<file path="src/sparse_dfa_token_matcher_core_defines.svh">
// Assertion macros shared by the sparse automaton matcher modules.
`ifndef SPARSE_DFA_TOKEN_MATCHER_CORE_DEFINES_SVH
`define SPARSE_DFA_TOKEN_MATCHER_CORE_DEFINES_SVH

// Checks that the consequent holds in the same cycle as the antecedent.
// The module must have signals named clk and rst_n.
`define SDTM_ASSERT_NOW(label, ante, cons, msg) \
    label: assert property (@(posedge clk) disable iff (!rst_n) (ante) |-> (cons)) \
        else $error(msg);

// Checks that the consequent holds in the cycle after the antecedent.
`define SDTM_ASSERT_NEXT(label, ante, cons, msg) \
    label: assert property (@(posedge clk) disable iff (!rst_n) (ante) |=> (cons)) \
        else $error(msg);

`endif

</file>
<file path="src/sdtm_pkg.sv">
// Shared types and constants of the sparse automaton token matcher.
package sdtm_pkg;

    // Fixed field widths of the stream items.
    localparam int SLOT_W   = 12;
    localparam int CLASS_W  = 5;
    localparam int COUNT_W  = 7;
    localparam int SYMBOL_W = 8;
    localparam int TSTATE_W = 8;
    localparam int CFG_W    = 9;

    // Number of classified commands held between the front and the back.
    localparam int QUEUE_DEPTH = 4;

    // Operation codes carried in the input tuser.
    typedef enum logic [1:0] {
        OP_STATE_WR = 2'd0,
        OP_EDGE_WR  = 2'd1,
        OP_CONSUME  = 2'd2,
        OP_FINISH   = 2'd3
    } op_t;

    // Command kinds after classification in the front end.
    typedef enum logic [2:0] {
        KIND_NONE,
        KIND_STATE_WR,
        KIND_EDGE_WR,
        KIND_CONSUME,
        KIND_FINISH
    } kind_t;

    // Classified command passed through the queue.
    typedef struct packed {
        kind_t                kind;
        logic [SLOT_W-1:0]    slot;
        logic [CLASS_W-1:0]   cls;
        logic [SLOT_W-1:0]    base;
        logic [COUNT_W-1:0]   count;
        logic [SYMBOL_W-1:0]  symbol;
        logic [TSTATE_W-1:0]  target;
    } sdtm_cmd_t;

    // One result item.
    typedef struct packed {
        logic [TSTATE_W-1:0]  current_state;
        logic                 dead;
        logic [CLASS_W-1:0]   token_class;
        logic                 end_of_string;
    } sdtm_result_t;

    // Sequencer states of the back end.
    typedef enum logic [1:0] {
        BK_IDLE,
        BK_RECORD,
        BK_PROBE,
        BK_EMIT
    } back_state_t;

endpackage

</file>
<file path="src/sdtm_front.sv">
// Front end: accepts input transactions, classifies them and queues commands.
`include "sparse_dfa_token_matcher_core_defines.svh"

module sdtm_front
    import sdtm_pkg::*;
#(
    parameter int STATE_DEPTH = 256,
    parameter int EDGE_DEPTH  = 4096
) (
    input  logic        clk,
    input  logic        rst_n,
    input  logic        s_tvalid,
    output logic        s_tready,
    // slot[11:0], class_bits[16:12], first_entry[28:17], entry_count[35:29],
    // symbol[43:36], next_state[51:44], zero fill[55:52]
    input  logic [55:0] s_tdata,
    // op[1:0]
    input  logic [1:0]  s_tuser,
    output logic        q_valid,
    output sdtm_cmd_t   q_cmd,
    input  logic        q_pop
);

    localparam int QW = $clog2(QUEUE_DEPTH);
    localparam int QC = QW + 1;
    localparam logic [QC-1:0] FULL_COUNT = QC'(QUEUE_DEPTH);

    sdtm_cmd_t       queue_mem [QUEUE_DEPTH];
    logic [QW-1:0]   wr_ptr_reg;
    logic [QW-1:0]   wr_ptr_next;
    logic [QW-1:0]   rd_ptr_reg;
    logic [QW-1:0]   rd_ptr_next;
    logic [QC-1:0]   count_reg;
    logic [QC-1:0]   count_next;
    sdtm_cmd_t       cmd_in;
    logic            accept;
    logic            push;

    // Unpack the payload and classify the operation. Writes to slots
    // beyond a store are dropped here.
    always_comb
    begin
        cmd_in.slot   = s_tdata[11:0];
        cmd_in.cls    = s_tdata[16:12];
        cmd_in.base   = s_tdata[28:17];
        cmd_in.count  = s_tdata[35:29];
        cmd_in.symbol = s_tdata[43:36];
        cmd_in.target = s_tdata[51:44];
        case (op_t'(s_tuser))
            OP_STATE_WR:
            begin
                cmd_in.kind = (13'(s_tdata[11:0]) < 13'(STATE_DEPTH)) ?
                              KIND_STATE_WR : KIND_NONE;
            end
            OP_EDGE_WR:
            begin
                cmd_in.kind = (17'(s_tdata[11:0]) < 17'(EDGE_DEPTH)) ?
                              KIND_EDGE_WR : KIND_NONE;
            end
            OP_CONSUME: cmd_in.kind = KIND_CONSUME;
            OP_FINISH:  cmd_in.kind = KIND_FINISH;
            default:    cmd_in.kind = KIND_NONE;
        endcase
    end

    // Handshake and queue bookkeeping.
    assign s_tready = (count_reg != FULL_COUNT);
    assign accept   = s_tvalid && s_tready;
    assign push     = accept && (cmd_in.kind != KIND_NONE);
    assign q_valid  = (count_reg != '0);
    assign q_cmd    = queue_mem[rd_ptr_reg];

    always_comb
    begin
        wr_ptr_next = push  ? wr_ptr_reg + 1'b1 : wr_ptr_reg;
        rd_ptr_next = q_pop ? rd_ptr_reg + 1'b1 : rd_ptr_reg;
        count_next  = count_reg + QC'(push) - QC'(q_pop);
    end

    always_ff @(posedge clk or negedge rst_n)
    begin
        if (!rst_n)
        begin
            wr_ptr_reg <= '0;
            rd_ptr_reg <= '0;
            count_reg  <= '0;
        end
        else
        begin
            wr_ptr_reg <= wr_ptr_next;
            rd_ptr_reg <= rd_ptr_next;
            count_reg  <= count_next;
        end
    end

    // Queue storage carries payload only.
    always_ff @(posedge clk)
    begin
        if (push)
        begin
            queue_mem[wr_ptr_reg] <= cmd_in;
        end
    end

    `SDTM_ASSERT_NOW(a_pop_nonempty, q_pop, count_reg != '0, "pop from an empty queue")
    `SDTM_ASSERT_NOW(a_count_bound, 1'b1, count_reg <= FULL_COUNT, "queue count overflow")
    `SDTM_ASSERT_NEXT(a_count_grows, push && !q_pop, count_reg == $past(count_reg) + 1'b1, "queue count did not grow on push")

endmodule

</file>
<file path="config.mk">
export PLATFORM = sky130hd
export DESIGN_NAME = sdtm_front
export DESIGN_NICKNAME = d
export VERILOG_FILES = /design/src/sdtm_pkg.sv /design/src/sdtm_front.sv
export VERILOG_INCLUDE_DIRS = /design/src /design/src/src
export SDC_FILE = /design/constraint.sdc
export NUM_CORES = 1
export LEC_CHECK = 0
export ABC_AREA = 1
export BUFFER_PORTS_ARGS = -buffer_cell sky130_fd_sc_hd__buf_2
export CAP_MARGIN = 0
export CORE_AREA = 4 4 163 165
export CTS_CLUSTER_SIZE = 14
export DETAILED_ROUTE_END_ITERATION = 16
export DIE_AREA = 0 0 167 169
export HOLD_SLACK_MARGIN = 0.02
export PLACE_DENSITY_LB_ADDON = 0.15
export SLEW_MARGIN = 20
export SYNTH_ARGS = -nofsm -noshare
export SYNTH_HDL_FRONTEND = slang
export SYNTH_SLANG_ARGS = --single-unit
</file>
<file path="constraint.sdc">
create_clock -name clk -period 5.1 [get_ports clk]
set_input_delay 0.255 -clock clk [delete_from_list [all_inputs] [get_ports clk]]
set_output_delay 0.255 -clock clk [all_outputs]
set_load 0.03 [all_outputs]
</file>
==> flow_metrics.tcl, run 1 <==
set metrics [dict create \
    outcome "finished, final reports clean" \
    cts-root-to-sink-buffers 3 \
    starting_density_pct 34.8 \
    p_leak_nw 3.90 \
    crit_path_launch_type "flip-flop" \
    detail_route.wirelength_um 20000 \
    drcViolationCount 0 \
    io_pins 119 \
    achievable-frequency_mhz 318 \
    die_height_um 169 \
    final_antenna_net_count 0 \
    input_output_buffers 114 \
    pwr_density_nw_per_um2 627 \
    cts_buffers 26 \
    worstMarginPinSlew_ns 1.06 \
    clock_latency_ns 0.51 \
    diodes 0 \
    seq_cells_post_synth 227 \
    synth_warnings 0 \
    layout-drive-gt1-share_pct 23.9 \
    core_area_um2 25000 \
    vias 5376 \
    drt_pre_antenna_iters 4 \
    r2r_start "count_reg[1]" \
    timing.max_cap.violations 0 \
    worst_ep_arrival_time_ns 2.89 \
    cts-htree-levels 1 \
    dr.first_iter.drc_count 243 \
    post-cts-setup-buffer-count 0 \
    synth_area_leader_cell "edfxtp_1" \
    p_total_mw 6.92 \
    mappedNetlistArea_um2 8710 \
    timing.rr.end "queue_mem[0][27]" \
    layout_worst_path_cycle_share_pct 61.7 \
    netlist_top_cells_area "edfxtp_1 (76%), nor2_1 (4.9%), o21ai_0 (3.7%)" \
    floorplan.rows 58 \
    worst-setup-path-type "reg2out" \
    yosysTopAreaCellShare_pct 75.9 \
    ys_seq_area_share_pct 77.9 \
    antenna_found_initial 1 \
    worstPathCellList "inv_4 -> buf_4 -> o21ai_0 -> o22ai_2 -> buf_2" \
    finish.utilization_pct 44.1 \
    clk_root_buffer_cell "clkbuf_16" \
    num-fill-cells 2261 \
    setup_repair_after_global_routing_missed_its_margin "no" \
    slack_of_the_worst_reg_to_reg_path_ns 2.39 \
    synthesis.instances 590 \
    timing.critical_path.fanout_max 77 \
    min_path_type "in2async" \
    multi_input_comb_area_um2 1660 \
    critPathRequiredTime_ns 4.85 \
    max_reg_flops 220 \
    peak_ir_drop_on_the_vdd_network_v 0.000382 \
    nNetsFinal 835 \
    finalWorstPathRequiredPeriod_ns 3.15 \
    synth_nets 662 \
    clkTransAtPathRegs_ns 0.06 \
    dp_hpwl_um 11200 \
    die_w_um 167 \
    post_drt_via_cell_ratio 4.83 \
    yosysUniqueCellTypes 21 \
    slew_headroom_pct 29.3 \
    delay_of_the_slowest_cell_on_the_worst_path_ns 0.65 \
    finalMaxSlewViolations 0 \
    finalClockSkew_ns 0.0106 \
    tns_ns 0 \
    tritoncts "built" \
    areaGrowthSynthToFinish_pct 26.8 \
    r2r_cells 6 \
    die_area_um2 28200 \
    clk_sinks 227 \
    routability_congestion_estimate_from_global_placement 0.689 \
    vias_in_the_first_global_route 5485 \
    grt_pass1_wl_um 30200 \
    wl_per_cell_um 18.0 \
    report.final.setup_viol 0 \
    critical_path.endpoint_type "primary output" \
    grt_util_all_layers_pct 13.6 \
    grt_max_degree 113 \
    syn-mean-instance-area_um2 14.8 \
    hold_viol 0 \
    critPathSlowestCell "inv_4" \
    regArea_um2 6790 \
    grt_remaining_overflow 0 \
]
[cells by family (layout without fill, tap and decap cells)]
| group | Yosys count | count (layout) | share of synthesized area [%] |
|---|---|---|---|
| DFF | 227 | 227 | 77.9 |
| AOI/OAI and AO/OA | 165 | 165 | 10.8 |
| and+or+nand+nor | 133 | 133 | 5.98 |
| buffers and inverters | 51 | 243 | 3.38 |
| adders and majority gates | 10 | 10 | 1.52 |
| xor gates and xnor gates | 4 | 4 | 0.402 |
[how the worst max path moves through the flow]
stage                             start                to  slack [ns]  depth (start not counted)
after CTS                 rd_ptr_reg[1]          q_cmd[0]        1.87                          6
final                     rd_ptr_reg[0]          q_cmd[2]        1.95                          5
after detailed placement     s_tuser[0]  queue_mem[0][34]        2.11                          8
after floorplan            count_reg[1]   queue_mem[0][0]        1.27                          5
after global routing      rd_ptr_reg[1]          q_cmd[0]        1.76                          6
after global placement       s_tuser[0]  queue_mem[3][34]        2.08                          8
[layer usage]
metal	part of all wire, %	track usage [%]	vias up	routed length (um)
met2	50	23.6	111	10100
met5	0.035	0	-	7
met1	43	17.5	2687	8690
met3	4.9	2.97	25	979
met4	1.5	3.27	2	295
li1	-	-	2551	-
[stage by stage]
step / hold slack, ns / worst slack (ns) / instance area (um^2) / instances
floorplan: -0.0406 / 1.27 / 8710 / 590
global placement: 0.0975 / 2.08 / 9580 / 1010
detailed placement: 0.108 / 2.11 / 9610 / 1011
CTS: 0.0804 / 1.87 / 11000 / 1112
global route: 0.109 / 1.76 / 11000 / 1112
finish: 0.110 / 1.95 / 11000 / 1112
[worst max-delay path, delay by kind of cell, from the launching register on]
kind                   cells  cell delay [ns]
AOI/OAI and AO/OA          2             0.41
buffers and inverters      3             1.40
DFF                        1             0.49
[area by class of cell]
cell class / count / share of cell area (%)
inverter: 15 / 0.533
timing repair buffer: 181 / 11.2
clock buffer: 32 / 6.29
tap: 330 / 3.74
multi-input combinational: 312 / 15.1
clock inverter: 15 / 1.75
sequential: 227 / 61.5
[where the power goes]
part | switching [mW] | internal, mW
sequential | 0.0729 | 2.36
clock | 0.689 | 1.21
combinational | 1.90 | 0.682
[synth_stat cells]
master	number
nor2_2	5
and2_1	1
nand3_1	5
inv_1	13
inv_2	2
nand2_1	9
xnor2_1	1
buf_6	12
o22ai_2	5
xor2_1	3
dfrtp_1	7
o21ai_0	65
ha_1	9
o22ai_1	50
buf_2	10
edfxtp_1	220
fa_1	1
nor2_1	113
o21ai_1	40
o21ai_2	5
clkbuf_1	14
[cells in the final DEF (no fill, tap or decap), drive strengths merged]
cell         count
ha               9
dfrtp            7
nand3            5
inv             15
nand2            9
edfxtp         220
clkinv          10
bufinv           5
xor2             3
dlygate4sd3     54
o21ai          110
buf            127
o22ai           55
nor2           118
clkbuf          32
fa               1
and2             1
xnor2            1
[repair_timing]
item                       4_1_cts  5_1_grt
setup endpoints to repair        0        0
hold endpoints to repair       217        0
hold buffers                    54        0
gates resized for setup          0        0
(Power assumes the default switching activity.)
==> run 2: changes to the inputs <==
--- a/config.mk
+++ b/config.mk
@@ -6,13 +6,13 @@
 export SDC_FILE = /design/constraint.sdc
 export NUM_CORES = 1
 export LEC_CHECK = 0
-export ABC_AREA = 1
+export ABC_AREA = 0
 export BUFFER_PORTS_ARGS = -buffer_cell sky130_fd_sc_hd__buf_2
 export CAP_MARGIN = 0
-export CORE_AREA = 4 4 163 165
+export CORE_AREA = 4 4 161 163
 export CTS_CLUSTER_SIZE = 14
 export DETAILED_ROUTE_END_ITERATION = 16
-export DIE_AREA = 0 0 167 169
+export DIE_AREA = 0 0 165 167
 export HOLD_SLACK_MARGIN = 0.02
 export PLACE_DENSITY_LB_ADDON = 0.15
 export SLEW_MARGIN = 20
==> constraint.sdc (replaced) <==
create_clock -name clk -period 2.9 [get_ports clk]
set_input_delay 0.145 -clock clk [delete_from_list [all_inputs] [get_ports clk]]
set_output_delay 0.145 -clock clk [all_outputs]
set_load 0.03 [all_outputs]
==> flow_metrics.tcl, run 2 <==
set metrics [dict create \
    outcome "finished, final reports clean" \
    pwr_density_nw_per_um2 1010 \
    tritoncts "built" \
    clock_latency_ns 0.51 \
    areaGrowthSynthToFinish_pct 28.7 \
    input_output_buffers 114 \
    power_report.internal_total_mw 7.35 \
    cts_buffers 25 \
    min_path_type "in2reg" \
    drt_pre_antenna_iters 4 \
    max_reg_flops 220 \
    synth_nets 404 \
    worst_ep_arrival_time_ns 2.35 \
    final_antenna_net_count 0 \
    placedInstanceArea_um2 9510 \
    core_area_um2 24300 \
    seq_cells_post_synth 227 \
    tns_ns 0 \
    critPathRequiredTime_ns 2.76 \
    netSwitchingPower_mw 3.59 \
    synth_warnings 0 \
    r2r_start "count_reg[2]" \
    synth_enable_flop_cells 220 \
    die_w_um 165 \
    cts-root-to-sink-buffers 3 \
    finalClockSkew_ns 0.00899 \
    clk_root_buffer_cell "clkbuf_16" \
    netlist_top_cells_area "edfxtp_1 (78%), mux4_2 (15%), dfrtp_1 (2.1%)" \
    multi_input_comb_area_um2 1540 \
    report.final.setup_viol 0 \
    hold_viol 0 \
    antenna_found_initial 0 \
    die_height_um 167 \
    min-delay-start "s_tuser[0]" \
    timing.critical_path.fanout_max 23 \
    final_cell_mix "edfxtp_1 (220), buf_2 (114), dlygate4sd3_1 (56), mux4_2 (55), clkbuf_16 (25)" \
    netlist_top_cells_count "edfxtp_1 (220), mux4_2 (55), ha_1 (9)" \
    power.switching_fraction_pct 32.8 \
    power.clock.fraction_pct 27.0 \
    crit_path_launch_type "flip-flop" \
    vias_in_the_first_global_route 4393 \
    achievable-frequency_mhz 401 \
    io_pins 119 \
    layout-drive-gt1-share_pct 41.3 \
    dr.first_iter.drc_count 153 \
    regArea_um2 6790 \
    worst-setup-path-type "reg2out" \
    synth_area_leader_cell "edfxtp_1" \
    grt_pass1_wl_um 24600 \
    numPlacedInstances 770 \
    floorplan.rows 57 \
    final_instance_area_um2 10800 \
    drcViolationCount 0 \
    setup_repair_after_global_routing_missed_its_margin "no" \
    crit_start "rd_ptr_reg[0]" \
    cts-htree-levels 1 \
    syn-mean-instance-area_um2 25.4 \
    vias 3978 \
    diodes 0 \
    starting_density_pct 34.6 \
    yosysTopAreaCellShare_pct 78.4 \
    postSynth.asyncResetShare_pct 3.08 \
    peak_ir_drop_on_the_vdd_network_v 0.000450 \
    ys_seq_area_share_pct 80.5 \
    yosysUniqueCellTypes 22 \
    seqPwrFrac_pct 40.7 \
    clk_sinks 227 \
    finalWorstPathRequiredPeriod_ns 2.50 \
    mappedNetlistArea_um2 8430 \
    grt_max_degree 33 \
    grt_remaining_overflow 0 \
    wl_per_cell_um 18.5 \
    nNetsFinal 601 \
    synth_most_common_cell "edfxtp_1" \
    slew_headroom_pct 61.1 \
    grt_util_all_layers_pct 11.6 \
    ys.flop_type "edfxtp_1" \
    die_area_um2 27600 \
    finalMaxSlewViolations 0 \
    detail_route.wirelength_um 16100 \
    cts-resized-gates 0 \
    pre_cts_ws_ns 0.577 \
    comb_power_share_pct 32.3 \
    layout_worst_path_cycle_share_pct 86.1 \
    timing.max_cap.violations 0 \
    post_drt_via_cell_ratio 4.57 \
    dp_hpwl_um 9580 \
    postLayoutSetupSlackWorst_ns 0.403 \
    clkTransAtPathRegs_ns 0.06 \
    synthesis.instances 332 \
    routability_congestion_estimate_from_global_placement 0.663 \
    critical_path.endpoint_type "primary output" \
    p_leak_nw 3.76 \
    post-cts-setup-buffer-count 0 \
    p_total_mw 10.9 \
    finalNonFillerCells 871 \
    worstMarginPinSlew_ns 0.584 \
    num-fill-cells 2111 \
    layout_commonest_cell "edfxtp_1" \
]
-- run 2: cell count changes after synthesis, sizes merged, moves of 2 or more --
cell | previous run | this run
nand3 | 5 | 0
mux4 | 0 | 55
and2 | 1 | 4
nand2 | 9 | 4
xnor2 | 1 | 3
nor2 | 118 | 1
buf | 22 | 11
o21ai | 110 | 0
o22ai | 55 | 0
clkbuf | 14 | 1
inv | 15 | 8
-- run 2: worst max-delay path, cell delays in order (launching register included) --
cell	delay [ns]
dfrtp_4	0.76
buf_12	0.29
mux4_2	0.57
buf_2	0.20
-- run 2: final timing paths --
kind / endpoint / slack, ns / depth (start not counted)
max in group asynchronous: rd_ptr_reg[0] / 2.00 / 3
min reg2reg: count_reg[0] / 0.55 / 1
min: queue_mem[2][54] / 0.09 / 2
min in group asynchronous: count_reg[0] / 0.61 / 3
max: q_cmd[10] / 0.40 / 3
max reg2reg: count_reg[2] / 0.70 / 9
-- run 2: power by group through the flow --
stage / sequential, mW / clock (mW) / combinational, mW
finish: 4.45 / 2.95 / 3.54
global route: 4.52 / 3.20 / 3.79
CTS: 4.48 / 3.05 / 3.66
detailed placement: 4.54 / 0 / 3.59
global placement: 4.51 / 0 / 3.58
floorplan: 4.32 / 0 / 2.65
-- run 2: what timing repair did --
| item | 4_1_cts | 5_1_grt |
|---|---|---|
| setup endpoints to repair | 0 | 0 |
| hold buffers | 56 | 0 |
| endpoints found under the hold margin | 218 | 0 |
-- run 2: kinds of logic (layout without fill, tap and decap cells) --
kind of cell	Yosys count	count (layout)	share of synthesized area (%)
adders and majority gates	10	10	1.57
xor gates and xnor gates	5	5	0.520
AOI/OAI and AO/OA	1	1	0.252
muxes	56	56	14.9
and+or+nand+nor	13	13	0.980
DFF	227	227	80.5
buffers and inverters	20	235	1.31
-- run 2: metal layers --
metal / global-route usage (%) / up-vias / share of wire [%]
met2: 19.3 / 92 / 51
met4: 2.78 / 0 / 1.5
li1: - / 1796 / -
met5: 0 / - / 0
met1: 15.6 / 2069 / 42
met3: 2.52 / 21 / 5.3
-- run 2: layout make-up --
type / instances / share of cell area (%)
clock buffers: 32 / 6.01
clock inverters: 13 / 1.12
inverters: 8 / 0.277
multi-input cells: 85 / 14.2
flip-flops and latches: 227 / 62.6
well taps: 324 / 3.74
repair buffers: 182 / 12.1
-- run 2: metrics by stage --
| step | utilization (%) | hold slack (ns) |
|---|---|---|
| after floorplan | - | -0.151 |
| after global placement | 39.1 | -0.00826 |
| after detailed placement | 39.1 | 0.00395 |
| after CTS | 44.6 | 0.0683 |
| after global routing | 44.6 | 0.0984 |
| final | 44.6 | 0.0879 |
